`src/hw/rtl/icsp_pkg.sv`:
```
// ----------------------------------------------------------------------------
// icsp_pkg
// Shared types and constants of the image container stream parser.
// ----------------------------------------------------------------------------
package icsp_pkg;

    localparam int COUNT_W          = 64;
    localparam int HALF_W           = COUNT_W / 2;
    localparam int MAGIC_LEN        = 4;
    localparam int FIXED_HDR_BYTES  = 36;

    localparam logic [7:0] CHAR_C   = 8'h43;
    localparam logic [7:0] CHAR_I   = 8'h49;
    localparam logic [7:0] CHAR_F   = 8'h46;
    localparam logic [7:0] CHAR_NL  = 8'h0A;
    localparam logic [7:0] CHAR_NUL = 8'h00;

    // Controller states: parse phases plus the size check sequence
    typedef enum logic [3:0] {
        ST_MAGIC,
        ST_HEADER,
        ST_CAPTION,
        ST_TAGS,
        ST_PIXELS,
        ST_DONE,
        ST_ERROR,
        ST_MUL0,
        ST_MUL1,
        ST_MUL2,
        ST_MUL3,
        ST_CHECK
    } state_t;

    typedef enum logic [3:0] {
        ROLE_MAGIC    = 4'd0,
        ROLE_HEADER   = 4'd1,
        ROLE_CAP_CHAR = 4'd2,
        ROLE_CAP_END  = 4'd3,
        ROLE_TAG_CHAR = 4'd4,
        ROLE_TAG_END  = 4'd5,
        ROLE_RED      = 4'd6,
        ROLE_GREEN    = 4'd7,
        ROLE_BLUE     = 4'd8,
        ROLE_IGNORED  = 4'd9,
        ROLE_END      = 4'd10
    } role_t;

    typedef enum logic [3:0] {
        ERR_NONE        = 4'd0,
        ERR_BAD_MAGIC   = 4'd1,
        ERR_SIZE        = 4'd2,
        ERR_EOF_CAPTION = 4'd3,
        ERR_LONG_HEADER = 4'd4,
        ERR_EOF_TAGS    = 4'd5,
        ERR_TAG_UNTERM  = 4'd6,
        ERR_EOF_PIXELS  = 4'd7,
        ERR_EOF_HEADER  = 4'd8
    } err_t;

    // Multiplier sequence operations
    typedef enum logic [2:0] {
        MOP_NONE,
        MOP_START,
        MOP_CROSS1,
        MOP_CROSS2,
        MOP_FINISH
    } mul_op_t;

    typedef enum logic [1:0] {
        VAL_INPUT,
        VAL_HELD,
        VAL_ZERO
    } val_sel_t;

    typedef struct packed {
        logic     clear;
        logic     hbs_inc;
        logic     hdr_shift;
        logic     pix_inc;
        mul_op_t  mul_op;
        logic     out_load;
        val_sel_t val_sel;
        role_t    role;
        err_t     err;
        logic     done;
    } ctrl_cmd_t;

    typedef struct packed {
        logic       magic_match;
        logic       magic_last;
        logic       hdr_last;
        logic       count_reached;
        logic       byte_nl;
        logic       byte_zero;
        logic       content_zero;
        logic       pix_last;
        logic       size_ok;
        logic       out_free;
        logic [1:0] pix_color;
    } dp_status_t;

    function automatic logic [7:0] magic_char(input logic [1:0] idx);
        logic [7:0] c;
        case (idx)
            2'd0:    c = CHAR_C;
            2'd1:    c = CHAR_I;
            default: c = CHAR_F;
        endcase
        return c;
    endfunction

endpackage

```
`src/hw/rtl/icsp_ifs.sv`:
```
// ----------------------------------------------------------------------------
// icsp_ifs
// Valid/ready channels: file bytes in, classified bytes out.
// ----------------------------------------------------------------------------
interface icsp_byte_if;
    logic       valid;
    logic       ready;
    logic [7:0] data_byte;
    logic       end_of_file;

    modport source (output valid, output data_byte, output end_of_file, input ready);
    modport sink   (input valid, input data_byte, input end_of_file, output ready);
endinterface

interface icsp_result_if;
    logic       valid;
    logic       ready;
    logic [3:0] byte_role;
    logic [7:0] byte_value;
    logic [3:0] error_code;
    logic       image_done;

    modport source (output valid, output byte_role, output byte_value,
                    output error_code, output image_done, input ready);
    modport sink   (input valid, input byte_role, input byte_value,
                    input error_code, input image_done, output ready);
endinterface

```
`src/hw/rtl/icsp_datapath.sv`:
```
// ----------------------------------------------------------------------------
// icsp_datapath
// Counters, header fields, shared 32x32 multiplier and the output register.
// ----------------------------------------------------------------------------
module icsp_datapath
    import icsp_pkg::*;
(
    input  logic        clk,
    input  logic        rst_n,
    input  logic [7:0]  data_byte,
    input  ctrl_cmd_t   cmd,
    output dp_status_t  status,
    input  logic        out_ready,
    output logic        out_valid,
    output role_t       out_role,
    output logic [7:0]  out_value,
    output err_t        out_err,
    output logic        out_done
);

    logic [COUNT_W-1:0] hbs_reg, hbs_next;
    logic [COUNT_W-1:0] pix_reg, pix_next;
    logic [1:0]         color_reg, color_next;
    logic               out_valid_reg, out_valid_next;

    logic [COUNT_W-1:0] hsize_reg, csize_reg, width_reg, height_reg;
    logic [COUNT_W-1:0] prod_reg, acc_reg;
    logic [7:0]         held_reg;
    role_t              role_reg;
    logic [7:0]         value_reg;
    err_t               err_reg;
    logic               done_reg;

    logic [COUNT_W-1:0] hbs_plus;
    logic [COUNT_W-1:0] pix_plus;
    logic [COUNT_W-1:0] triple;
    logic [5:0]         hdr_off;
    logic [HALF_W-1:0]  mul_a, mul_b;
    logic [COUNT_W-1:0] mul_p;
    logic [COUNT_W-1:0] cross_term;
    logic               out_free;

    assign hbs_plus   = hbs_reg + 64'd1;
    assign pix_plus   = pix_reg + 64'd1;
    assign hdr_off    = hbs_reg[5:0] - 6'(MAGIC_LEN);
    assign cross_term = {prod_reg[HALF_W-1:0], {HALF_W{1'b0}}};
    assign triple     = acc_reg + {acc_reg[COUNT_W-2:0], 1'b0};
    assign out_free   = !out_valid_reg || out_ready;

    // Status toward the controller
    always_comb
    begin
        status.magic_match   = (data_byte == magic_char(hbs_reg[1:0]));
        status.magic_last    = (hbs_reg[1:0] == 2'(MAGIC_LEN - 1));
        status.hdr_last      = (hbs_reg[5:0] == 6'(FIXED_HDR_BYTES - 1));
        status.count_reached = (hbs_plus >= hsize_reg);
        status.byte_nl       = (data_byte == CHAR_NL);
        status.byte_zero     = (data_byte == CHAR_NUL);
        status.content_zero  = (csize_reg == '0);
        status.pix_last      = (pix_plus == csize_reg);
        status.size_ok       = (csize_reg == triple);
        status.out_free      = out_free;
        status.pix_color     = color_reg;
    end

    // Shared multiplier operand select: low64(w*h) from 32-bit halves
    always_comb
    begin
        case (cmd.mul_op)
            MOP_START:
            begin
                mul_a = width_reg[HALF_W-1:0];
                mul_b = height_reg[HALF_W-1:0];
            end
            MOP_CROSS1:
            begin
                mul_a = width_reg[HALF_W-1:0];
                mul_b = height_reg[COUNT_W-1:HALF_W];
            end
            default:
            begin
                mul_a = width_reg[COUNT_W-1:HALF_W];
                mul_b = height_reg[HALF_W-1:0];
            end
        endcase
        mul_p = COUNT_W'(mul_a) * COUNT_W'(mul_b);
    end

    // Counter next values
    always_comb
    begin
        hbs_next       = hbs_reg;
        pix_next       = pix_reg;
        color_next     = color_reg;
        out_valid_next = out_valid_reg;
        if (cmd.clear)
        begin
            hbs_next   = '0;
            pix_next   = '0;
            color_next = 2'd0;
        end
        else
        begin
            if (cmd.hbs_inc)
                hbs_next = hbs_plus;
            if (cmd.pix_inc)
            begin
                pix_next   = pix_plus;
                color_next = (color_reg == 2'd2) ? 2'd0 : color_reg + 2'd1;
            end
        end
        if (cmd.out_load)
            out_valid_next = 1'b1;
        else if (out_ready)
            out_valid_next = 1'b0;
    end

    // Control registers
    always_ff @(posedge clk or negedge rst_n)
    begin
        if (!rst_n)
        begin
            hbs_reg       <= '0;
            pix_reg       <= '0;
            color_reg     <= 2'd0;
            out_valid_reg <= 1'b0;
        end
        else
        begin
            hbs_reg       <= hbs_next;
            pix_reg       <= pix_next;
            color_reg     <= color_next;
            out_valid_reg <= out_valid_next;
        end
    end

    // Payload registers
    always_ff @(posedge clk)
    begin
        // header fields arrive little-endian: shift each byte in from the top
        if (cmd.hdr_shift)
        begin
            case (hdr_off[4:3])
                2'd0:    hsize_reg  <= {data_byte, hsize_reg[COUNT_W-1:8]};
                2'd1:    csize_reg  <= {data_byte, csize_reg[COUNT_W-1:8]};
                2'd2:    width_reg  <= {data_byte, width_reg[COUNT_W-1:8]};
                default: height_reg <= {data_byte, height_reg[COUNT_W-1:8]};
            endcase
            held_reg <= data_byte;
        end

        // multiply-accumulate sequence
        case (cmd.mul_op)
            MOP_START:
                prod_reg <= mul_p;
            MOP_CROSS1:
            begin
                acc_reg  <= prod_reg;
                prod_reg <= mul_p;
            end
            MOP_CROSS2:
            begin
                acc_reg  <= acc_reg + cross_term;
                prod_reg <= mul_p;
            end
            MOP_FINISH:
                acc_reg  <= acc_reg + cross_term;
            default:
                ;
        endcase

        if (cmd.out_load)
        begin
            role_reg <= cmd.role;
            err_reg  <= cmd.err;
            done_reg <= cmd.done;
            case (cmd.val_sel)
                VAL_HELD:  value_reg <= held_reg;
                VAL_ZERO:  value_reg <= 8'd0;
                default:   value_reg <= data_byte;
            endcase
        end
    end

    assign out_valid = out_valid_reg;
    assign out_role  = role_reg;
    assign out_value = value_reg;
    assign out_err   = err_reg;
    assign out_done  = done_reg;

endmodule

```
`src/hw/rtl/icsp_ctrl.sv`:
```
// ----------------------------------------------------------------------------
// icsp_ctrl
// Parse state machine: classifies each byte and sequences the size check.
// ----------------------------------------------------------------------------
module icsp_ctrl
    import icsp_pkg::*;
(
    input  logic       clk,
    input  logic       rst_n,
    input  logic       in_valid,
    input  logic       end_of_file,
    output logic       in_ready,
    input  dp_status_t status,
    output ctrl_cmd_t  cmd
);

    state_t state_reg, state_next;
    err_t   sticky_reg, sticky_next;

    // State register
    always_ff @(posedge clk or negedge rst_n)
    begin
        if (!rst_n)
        begin
            state_reg  <= ST_MAGIC;
            sticky_reg <= ERR_NONE;
        end
        else
        begin
            state_reg  <= state_next;
            sticky_reg <= sticky_next;
        end
    end

    // Next state and commands
    always_comb
    begin
        state_next  = state_reg;
        sticky_next = sticky_reg;
        in_ready    = 1'b0;
        cmd         = '{clear: 1'b0, hbs_inc: 1'b0, hdr_shift: 1'b0, pix_inc: 1'b0,
                        mul_op: MOP_NONE, out_load: 1'b0, val_sel: VAL_INPUT,
                        role: ROLE_IGNORED, err: ERR_NONE, done: 1'b0};

        unique case (state_reg) inside
            ST_MUL0:
            begin
                cmd.mul_op = MOP_START;
                state_next = ST_MUL1;
            end
            ST_MUL1:
            begin
                cmd.mul_op = MOP_CROSS1;
                state_next = ST_MUL2;
            end
            ST_MUL2:
            begin
                cmd.mul_op = MOP_CROSS2;
                state_next = ST_MUL3;
            end
            ST_MUL3:
            begin
                cmd.mul_op = MOP_FINISH;
                state_next = ST_CHECK;
            end
            ST_CHECK:
            begin
                // last header byte is reported once the product is known
                if (status.out_free)
                begin
                    cmd.out_load = 1'b1;
                    cmd.val_sel  = VAL_HELD;
                    cmd.role     = ROLE_HEADER;
                    if (status.size_ok)
                        state_next = ST_CAPTION;
                    else
                    begin
                        cmd.err     = ERR_SIZE;
                        sticky_next = ERR_SIZE;
                        state_next  = ST_ERROR;
                    end
                end
            end
            ST_MAGIC, ST_HEADER, ST_CAPTION, ST_TAGS, ST_PIXELS, ST_DONE, ST_ERROR:
            begin
                in_ready = status.out_free;
                if (in_valid && status.out_free)
                begin
                    cmd.out_load = 1'b1;
                    if (end_of_file)
                    begin
                        // close the file and re-arm
                        cmd.clear   = 1'b1;
                        cmd.role    = ROLE_END;
                        cmd.val_sel = VAL_ZERO;
                        sticky_next = ERR_NONE;
                        state_next  = ST_MAGIC;
                        case (state_reg)
                            ST_MAGIC:   cmd.err = ERR_BAD_MAGIC;
                            ST_HEADER:  cmd.err = ERR_EOF_HEADER;
                            ST_CAPTION: cmd.err = ERR_EOF_CAPTION;
                            ST_TAGS:    cmd.err = ERR_EOF_TAGS;
                            ST_PIXELS:  cmd.err = ERR_EOF_PIXELS;
                            ST_ERROR:   cmd.err = sticky_reg;
                            default:    cmd.err = ERR_NONE;
                        endcase
                    end
                    else
                    begin
                        case (state_reg)
                            ST_MAGIC:
                            begin
                                cmd.role = ROLE_MAGIC;
                                if (!status.magic_match)
                                begin
                                    cmd.err     = ERR_BAD_MAGIC;
                                    sticky_next = ERR_BAD_MAGIC;
                                    state_next  = ST_ERROR;
                                end
                                else
                                begin
                                    cmd.hbs_inc = 1'b1;
                                    if (status.magic_last)
                                        state_next = ST_HEADER;
                                end
                            end
                            ST_HEADER:
                            begin
                                cmd.role      = ROLE_HEADER;
                                cmd.hbs_inc   = 1'b1;
                                cmd.hdr_shift = 1'b1;
                                // last byte waits for the size check
                                if (status.hdr_last)
                                begin
                                    cmd.out_load = 1'b0;
                                    state_next   = ST_MUL0;
                                end
                            end
                            ST_CAPTION:
                            begin
                                cmd.hbs_inc = 1'b1;
                                if (status.byte_nl)
                                begin
                                    cmd.role   = ROLE_CAP_END;
                                    state_next = ST_TAGS;
                                end
                                else
                                begin
                                    cmd.role = ROLE_CAP_CHAR;
                                    if (status.count_reached)
                                    begin
                                        cmd.err     = ERR_LONG_HEADER;
                                        sticky_next = ERR_LONG_HEADER;
                                        state_next  = ST_ERROR;
                                    end
                                end
                            end
                            ST_TAGS:
                            begin
                                cmd.hbs_inc = 1'b1;
                                cmd.role    = status.byte_zero ? ROLE_TAG_END : ROLE_TAG_CHAR;
                                if (status.count_reached)
                                begin
                                    if (!status.byte_zero)
                                    begin
                                        cmd.err     = ERR_TAG_UNTERM;
                                        sticky_next = ERR_TAG_UNTERM;
                                        state_next  = ST_ERROR;
                                    end
                                    else if (status.content_zero)
                                    begin
                                        cmd.done   = 1'b1;
                                        state_next = ST_DONE;
                                    end
                                    else
                                        state_next = ST_PIXELS;
                                end
                            end
                            ST_PIXELS:
                            begin
                                cmd.pix_inc = 1'b1;
                                case (status.pix_color)
                                    2'd0:    cmd.role = ROLE_RED;
                                    2'd1:    cmd.role = ROLE_GREEN;
                                    default: cmd.role = ROLE_BLUE;
                                endcase
                                if (status.pix_last)
                                begin
                                    cmd.done   = 1'b1;
                                    state_next = ST_DONE;
                                end
                            end
                            ST_ERROR:
                            begin
                                cmd.role = ROLE_IGNORED;
                                cmd.err  = sticky_reg;
                            end
                            default:
                                cmd.role = ROLE_IGNORED;
                        endcase
                    end
                end
            end
            default:
                state_next = ST_MAGIC;
        endcase
    end

endmodule

```
`src/hw/rtl/image_container_stream_parser_top.sv`:
```
// Each byte's result is registered and shown in the cycle after its transfer.
// The last fixed header byte waits while the 64-bit size product is built in
// ST_MUL0 to ST_MUL3 with one shared 32x32 multiplier and then checked in ST_CHECK.
// Throughput: one byte per cycle while the output is taken and no size check runs.
// Reset (rst_n low, asynchronous) returns the parser to the magic phase with an
// empty output register.
// ----------------------------------------------------------------------------
// image_container_stream_parser_top
// Streaming container validator: tags each file byte with its role and errors.
// ----------------------------------------------------------------------------
module image_container_stream_parser_top
    import icsp_pkg::*;
(
    input  logic          clk,
    input  logic          rst_n,
    icsp_byte_if.sink     stream,
    icsp_result_if.source verdict
);

    ctrl_cmd_t  cmd;
    dp_status_t status;
    logic       in_ready;
    role_t      out_role;
    err_t       out_err;

    icsp_ctrl u_ctrl (
        .clk         (clk),
        .rst_n       (rst_n),
        .in_valid    (stream.valid),
        .end_of_file (stream.end_of_file),
        .in_ready    (in_ready),
        .status      (status),
        .cmd         (cmd)
    );

    icsp_datapath u_datapath (
        .clk       (clk),
        .rst_n     (rst_n),
        .data_byte (stream.data_byte),
        .cmd       (cmd),
        .status    (status),
        .out_ready (verdict.ready),
        .out_valid (verdict.valid),
        .out_role  (out_role),
        .out_value (verdict.byte_value),
        .out_err   (out_err),
        .out_done  (verdict.image_done)
    );

    assign stream.ready       = in_ready;
    assign verdict.byte_role  = out_role;
    assign verdict.error_code = out_err;

endmodule

```
`src/flat_wrapper.sv`:
```
// flat-port wrapper written by rule: the top's interface ports become plain ports
module image_container_stream_parser_top_flat import icsp_pkg::*;
  (clk, rst_n, stream_valid, stream_data_byte, stream_end_of_file, stream_ready, verdict_valid, verdict_byte_role, verdict_byte_value, verdict_error_code, verdict_image_done, verdict_ready);
  icsp_byte_if stream_i ();
  icsp_result_if verdict_i ();
  input  logic clk;
  input  logic rst_n;
  input wire logic [$bits(stream_i.valid)-1:0] stream_valid;
  input wire logic [$bits(stream_i.data_byte)-1:0] stream_data_byte;
  input wire logic [$bits(stream_i.end_of_file)-1:0] stream_end_of_file;
  output wire logic [$bits(stream_i.ready)-1:0] stream_ready;
  output wire logic [$bits(verdict_i.valid)-1:0] verdict_valid;
  output wire logic [$bits(verdict_i.byte_role)-1:0] verdict_byte_role;
  output wire logic [$bits(verdict_i.byte_value)-1:0] verdict_byte_value;
  output wire logic [$bits(verdict_i.error_code)-1:0] verdict_error_code;
  output wire logic [$bits(verdict_i.image_done)-1:0] verdict_image_done;
  input wire logic [$bits(verdict_i.ready)-1:0] verdict_ready;
  assign stream_i.valid = stream_valid;
  assign stream_i.data_byte = stream_data_byte;
  assign stream_i.end_of_file = stream_end_of_file;
  assign stream_ready = stream_i.ready;
  assign verdict_valid = verdict_i.valid;
  assign verdict_byte_role = verdict_i.byte_role;
  assign verdict_byte_value = verdict_i.byte_value;
  assign verdict_error_code = verdict_i.error_code;
  assign verdict_image_done = verdict_i.image_done;
  assign verdict_i.ready = verdict_ready;
  image_container_stream_parser_top u_core (.clk(clk), .rst_n(rst_n), .stream(stream_i), .verdict(verdict_i));
endmodule
```
`config.mk`:
```
export PLATFORM = sky130hd
export DESIGN_NAME = image_container_stream_parser_top_flat
export DESIGN_NICKNAME = d
export VERILOG_FILES = /design/src/hw/rtl/icsp_pkg.sv /design/src/hw/rtl/icsp_ifs.sv /design/src/hw/rtl/icsp_datapath.sv /design/src/hw/rtl/icsp_ctrl.sv /design/src/hw/rtl/image_container_stream_parser_top.sv /design/src/flat_wrapper.sv
export SDC_FILE = /design/constraint.sdc
export NUM_CORES = 2
export LEC_CHECK = 0
export BUFFER_PORTS_ARGS = -buffer_cell sky130_fd_sc_hd__buf_2
export CORE_ASPECT_RATIO = 1.4
export CORE_MARGIN = 2
export CORE_UTILIZATION = 35
export CTS_CLUSTER_DIAMETER = 150
export DETAILED_ROUTE_END_ITERATION = 7
export PLACE_DENSITY = 0.6
export SLEW_MARGIN = 40
export SYNTH_ARGS = -nofsm -noshare
export SYNTH_HDL_FRONTEND = slang
export SYNTH_HIERARCHICAL = 1
export SYNTH_SLANG_ARGS = --single-unit
export TNS_END_PERCENT = 100
```
`constraint.sdc`:
```
create_clock -name clk -period 20.9 [get_ports clk]
set_input_delay 2.09 -clock clk [delete_from_list [all_inputs] [get_ports clk]]
set_output_delay 2.09 -clock clk [all_outputs]
set_load 0.05 [all_outputs]
```
Word-level counts from Yosys, hierarchy flattened

Cells that the tools add are included.

Bits in registers: 548
Bits in latches: 0
RAM bits: 0
Memory bits (read-only): 0
Input bits: 13
Output and inout bits: 19
Logic and storage cells: 172
Memories kept: 0

Add/subtract/negate cells: 6
Multiply operators: 1
Divide/modulo/power cells: 0
Order comparisons: 1
Equal/unequal tests: 42
Shift-type cells: 0
Muxes and demuxes: 75
Bitwise gates (word level): 3
Reductions and logical operators: 27

Operator list:

| operator                                                                | count |
|---|---|
| 64-bit two-way mux                                                      | 4 |
| 64-bit by 1-bit adder with 64-bit output, second input constant         | 2 |
| 64-bit adder                                                            | 2 |
| 64-bit equality test                                                    | 2 |
| 64-bit one-hot mux with 2 select lines                                  | 1 |
| 4-bit two-way mux                                                       | 23 |
| 64-bit >= comparator                                                    | 1 |
| 64-bit logical NOT                                                      | 1 |
| 32-bit by 32-bit multiplier with 64-bit output                          | 1 |
| 32-bit two-way mux                                                      | 2 |
| 4-bit one-hot mux with 6 select lines                                   | 2 |
| 4-bit one-hot mux with 5 select lines                                   | 2 |
| 4-bit one-hot mux with 2 select lines                                   | 3 |
| 11-bit one-hot mux with 2 select lines                                  | 1 |
| 1-bit two-way mux                                                       | 18 |
| 4-bit by 3-bit equality test with 1-bit output, second input constant   | 4 |
| 4-bit equality test, second input constant                              | 4 |
| 4-bit by 3-bit inequality test with 1-bit output, second input constant | 4 |
| 4-bit one-hot mux with 4 select lines                                   | 1 |
| 8-bit one-hot mux with 2 select lines                                   | 1 |
| 3-bit two-way mux                                                       | 5 |
| 12-bit two-way mux                                                      | 1 |
| 4-bit inequality test, second input constant                            | 3 |
| 3-bit one-hot mux with 4 select lines                                   | 1 |
| 36 further kinds                                                        | 66 |

Depth between registers and ports, before layout

Word-level depth: 10
Depth in mapped cells: 40
Mapped depth without buffers: 36

Hierarchy

The synthesis kept the hierarchy.

By module, submodules not included:

| module        | times used | cells each | area an instance (µm²) | sequential area each (µm²) |
|---|---|---|---|---|
| icsp_datapath | 1          | 6630       | 63464.6                | 15559.9 |
| icsp_ctrl     | 1          | 150        | 1007.2                 | 175.2 |

Worst setup path after synthesis

Ideal clock, no wire load.

Kind: reg-to-reg
From: register u_core.u_ctrl.state_reg[1]
To: register u_core.u_datapath.prod_reg[62] (data pin)
Setup time: 0.259 ns
Arrival: 10.575 ns
Setup slack: 10.067 ns
Stages on the path, launching flop included: 35
Buffers on the path: 7
Clock period less this slack: 10.833 ns
Cells stage by stage: dfrtp_1 > clkbuf_1 > clkbuf_1 > clkbuf_1 > nor2_1 > o21a_1 > nor3b_1 > buf_1 > clkbuf_1 > buf_1 > mux2_2 > nand2_1 > fa_1 > inv_1 > fa_1 > fa_1 > inv_1 > fa_1 > inv_1 > ha_1 > ha_1 > fa_1 > fa_1 > ha_1 > and4_1 > buf_2 > and3_1 > a211o_2 > o311a_1 > or3_4 > a221o_2 > a41oi_4 > o21ai_2 > a21o_1 > xor2_1

RTL lines:

| item                     | RTL line             | RTL |
|---|---|---|
| start: declaration       | icsp_ctrl.sv:17      | `state_t state_reg, state_next;` |
| start signal: assignment | icsp_ctrl.sv:30      | `state_reg <= state_next;` |
| end signal: assignment   | icsp_datapath.sv:155 | `prod_reg <= mul_p;` |
| end signal: assignment   | icsp_datapath.sv:159 | `prod_reg <= mul_p;` |
| end signal: assignment   | icsp_datapath.sv:164 | `prod_reg <= mul_p;` |
| end: declaration         | icsp_datapath.sv:27  | `logic [COUNT_W-1:0] prod_reg, acc_reg;` |

==> key figures <==
STA
  • Total negative slack: 0 ns
  • Final-report setup violation count: 0
  • Final Hold Fails: 0
  • Max Clk Rate: 81.7 MHz
  • Min Tclk post-route: 12.24 ns
  • Slew @ Worst Pin: 0.968 ns
  • Worst slew margin: 34.9%
  • Pins Over Slew Limit: 0
  • Final clock skew: 0.0410 ns
  • RSZ-0062 raised after global routing: false
  • Final period utilization: 58.6%

Layout
  • Final Net Count: 8018
  • Area delta synth->final: 8.41%
  • Layout cells sized above 1: 6.16%
  • Layout fillers: 18200

Clock network
  • Sink Count: 547
  • Inserted Clock Buffers: 58
  • Clock transition at path regs: 0.07 ns
  • Maximum clock path buffer count: 3
  • Post-CTS setup buffers: 0
  • Worst skew pair latency: 0.66 ns
  • H-tree Lvls: 2
  • Root Buffer: clkbuf_16
  • CTS tree: done
  • # hold bufs at CTS: 0
  • Post-cts sizing count: 0

Floorplanning
  • Die X: 367 µm
  • Io pins: 32
  • Initial core utilization: 35.2%
  • Core area: 0.183 mm²
  • Num rows: 186
  • Full die area: 0.188 mm²
  • Die height: 512 µm

Detailed routing
  • Antenna Nets Post-Route: 0
  • Via/cell ratio: 5.42
  • Via count: 49700
  • Routed len/inst: 23.8 µm
  • 1st-iter DRT viols: 4027
  • DR DRC count: 0
  • First drt pass iteration count: 7
  • WL final: 218 mm

Placement
  • I/O Buffers: 31
  • Routability congestion estimate: 0.976
  • HPWL Detailed: 173 mm

GRT
  • Initial antenna violation count: 7
  • All-layer global routing usage: 23.2%
  • Global-route wire length before repair: 328 mm
  • Largest net degree at the start of global routing: 95
  • Vias in the first global route: 52500
  • Total overflow reported by the global router: 0

Setup path
  • Slowest cell on crit path: dfrtp_1
  • Critical Path End Type: register
  • Critical path type: register to register
  • Worst-path maximum fanout: 41
  • CP Launch Type: register
  • Top cell by count, worst path: fa_1
  • Largest stage delay, worst path: 0.76 ns
  • Worst Path Required: 21.28 ns
  • Worst EP arrival: 12.62 ns

Yosys
  • Post-Synthesis Cells: 6780
  • Synth Register Bits: 547
  • Number of flops mapped to enable cells by yosys: 409
  • Dominant synthesized flop cell: edfxtp_1
  • Yosys warns: 6
  • Mapped cell area: 0.0645 mm²
  • Synth unique cells: 102
  • Syn_nets: 8119
  • Post-synth ARST share: 25.2%
  • Seq/Total Area, Yosys: 24.4%
  • Post-Syn Area per Cell: 9.51 µm²

Worst hold path
  • Hold Crit Class: register to register

Flow run
  • Max-Cap Viols: 0

Status
  • Status: completed
[critical path: cells and delay by family (launching register included)]
kind / cells / cell delay, ns
XOR/XNOR: 2 / 0.33
flip-flops: 1 / 0.76
AO/OA/AOI/OAI: 9 / 2.86
adder cells (fa/ha/maj): 9 / 3.94
buffers and inverters: 10 / 2.13
multiplexers: 1 / 0.74
AND/OR/NAND/NOR: 6 / 1.08
[per-layer routing]
layer,global-route usage (%),routed length (µm)
met5,0,0
met4,15.5,18200
met3,2.86,11700
met2,41.3,110000
met1,25.9,79100
[final cells by class]
cell class                      instances  area (µm²)  share of cell area [%]
Timing Repair Buffer                  130         967                    1.38
Sequential cell                       547       15700                    22.5
Multi-Input combinational cell       4963       44400                    63.5
Tap cell                             2444        3060                    4.37
Clock inverter                         40         601                   0.859
Antenna cell                            3        7.51                  0.0107
Inverter                              979        3670                    5.26
Clock buffer                           66        1500                    2.15
[synth_stat cells, drive strengths merged, types with 10 or more instances]
master / number / area [µm²]
nor4: 54 / 389
nor3b: 14 / 105
o211ai: 20 / 150
a31oi: 23 / 144
o2111ai: 18 / 158
inv: 978 / 3670
a2111oi: 13 / 120
a21boi: 10 / 78.8
xor2: 211 / 1850
nand4: 90 / 569
a211oi: 22 / 165
a22o: 11 / 96.3
o21bai: 37 / 278
o31ai: 17 / 128
o22ai: 11 / 68.8
o21a: 27 / 203
and3: 60 / 382
nor2b: 28 / 175
ha: 428 / 5360
nor2: 900 / 3380
or2: 17 / 106
or3: 54 / 343
o21ai: 184 / 925
and4: 24 / 213
mux2: 70 / 796
edfxtp: 409 / 12300
xnor2: 217 / 1900
nand2: 703 / 2640
and2: 65 / 407
mux2i: 81 / 811
nand2b: 28 / 175
clkbuf: 260 / 977
a21oi: 231 / 1160
nand3: 130 / 656
fa: 898 / 18000
dfrtp: 138 / 3450
a21o: 84 / 631
nor3: 71 / 367
buf: 31 / 148
[kinds of logic (layout without fill, tap and decap cells)]
family | Yosys count | count (layout) | synth area share (%)
buffers and inverters | 1270 | 1215 | 7.44
AND/OR/NAND/NOR | 2262 | 2262 | 15.7
multiplexers | 151 | 151 | 2.49
other | 0 | 3 | 0
flip-flops | 547 | 547 | 24.4
XOR/XNOR | 428 | 428 | 5.81
AO/OA/AOI/OAI | 796 | 796 | 7.95
adder cells (fa/ha/maj) | 1326 | 1326 | 36.2
[through the flow]
step / std cells / hold slack, ns / utilization [%] / area (µm²) / setup WS, ns
6_report: 9172 / 0.444 / 38.2 / 69900 / 8.66
5_1_grt: 9170 / 0.460 / 38.2 / 69900 / 8.20
4_1_cts: 9168 / 0.444 / 38.1 / 69800 / 8.56
3_5_place_dp: 9062 / 0.435 / 37.0 / 67700 / 8.63
3_3_place_gp: 9059 / 0.433 / 36.9 / 67600 / 8.41
2_1_floorplan: 6780 / 0.424 / - / 64500 / 10.07
[final timing paths]
| kind | from | endpoint | slack (ns) | cells past startpoint |
|---|---|---|---|---|
| max in group asynchronous | rst_n | u_core/u_datapath/pix_reg[1] | 18.36 | 3 |
| min in group asynchronous | rst_n | u_core/u_datapath/hbs_reg[34] | 1.45 | 1 |
| setup reg to reg | u_core/u_ctrl/state_reg[2] | u_core/u_datapath/prod_reg[57] | 8.66 | 37 |
| hold reg to reg | u_core/u_datapath/hsize_reg[62] | u_core/u_datapath/hsize_reg[54] | 0.44 | 0 |
| hold / removal | u_core/u_datapath/hsize_reg[62] | u_core/u_datapath/hsize_reg[54] | 0.44 | 0 |
| setup / recovery | u_core/u_ctrl/state_reg[2] | u_core/u_datapath/prod_reg[57] | 8.66 | 37 |
[cells in the final DEF (no fill, tap or decap), drive strengths merged, types with 54 or more instances in the layout]
cell,n
o21ai,184
nor3,71
clkbuf,66
dfrtp,138
inv,980
or3,54
xnor2,217
nand2,703
and3,60
fa,898
nand3,130
and2,65
a21o,84
edfxtp,409
nor4,54
ha,428
nand4,90
mux2,70
nor2,900
xor2,211
buf,130
mux2i,81
a21oi,231
Power is left out: the tool's default activity adds up to more than one toggle a clock period on the data nets, which glitch-free logic cannot reach.
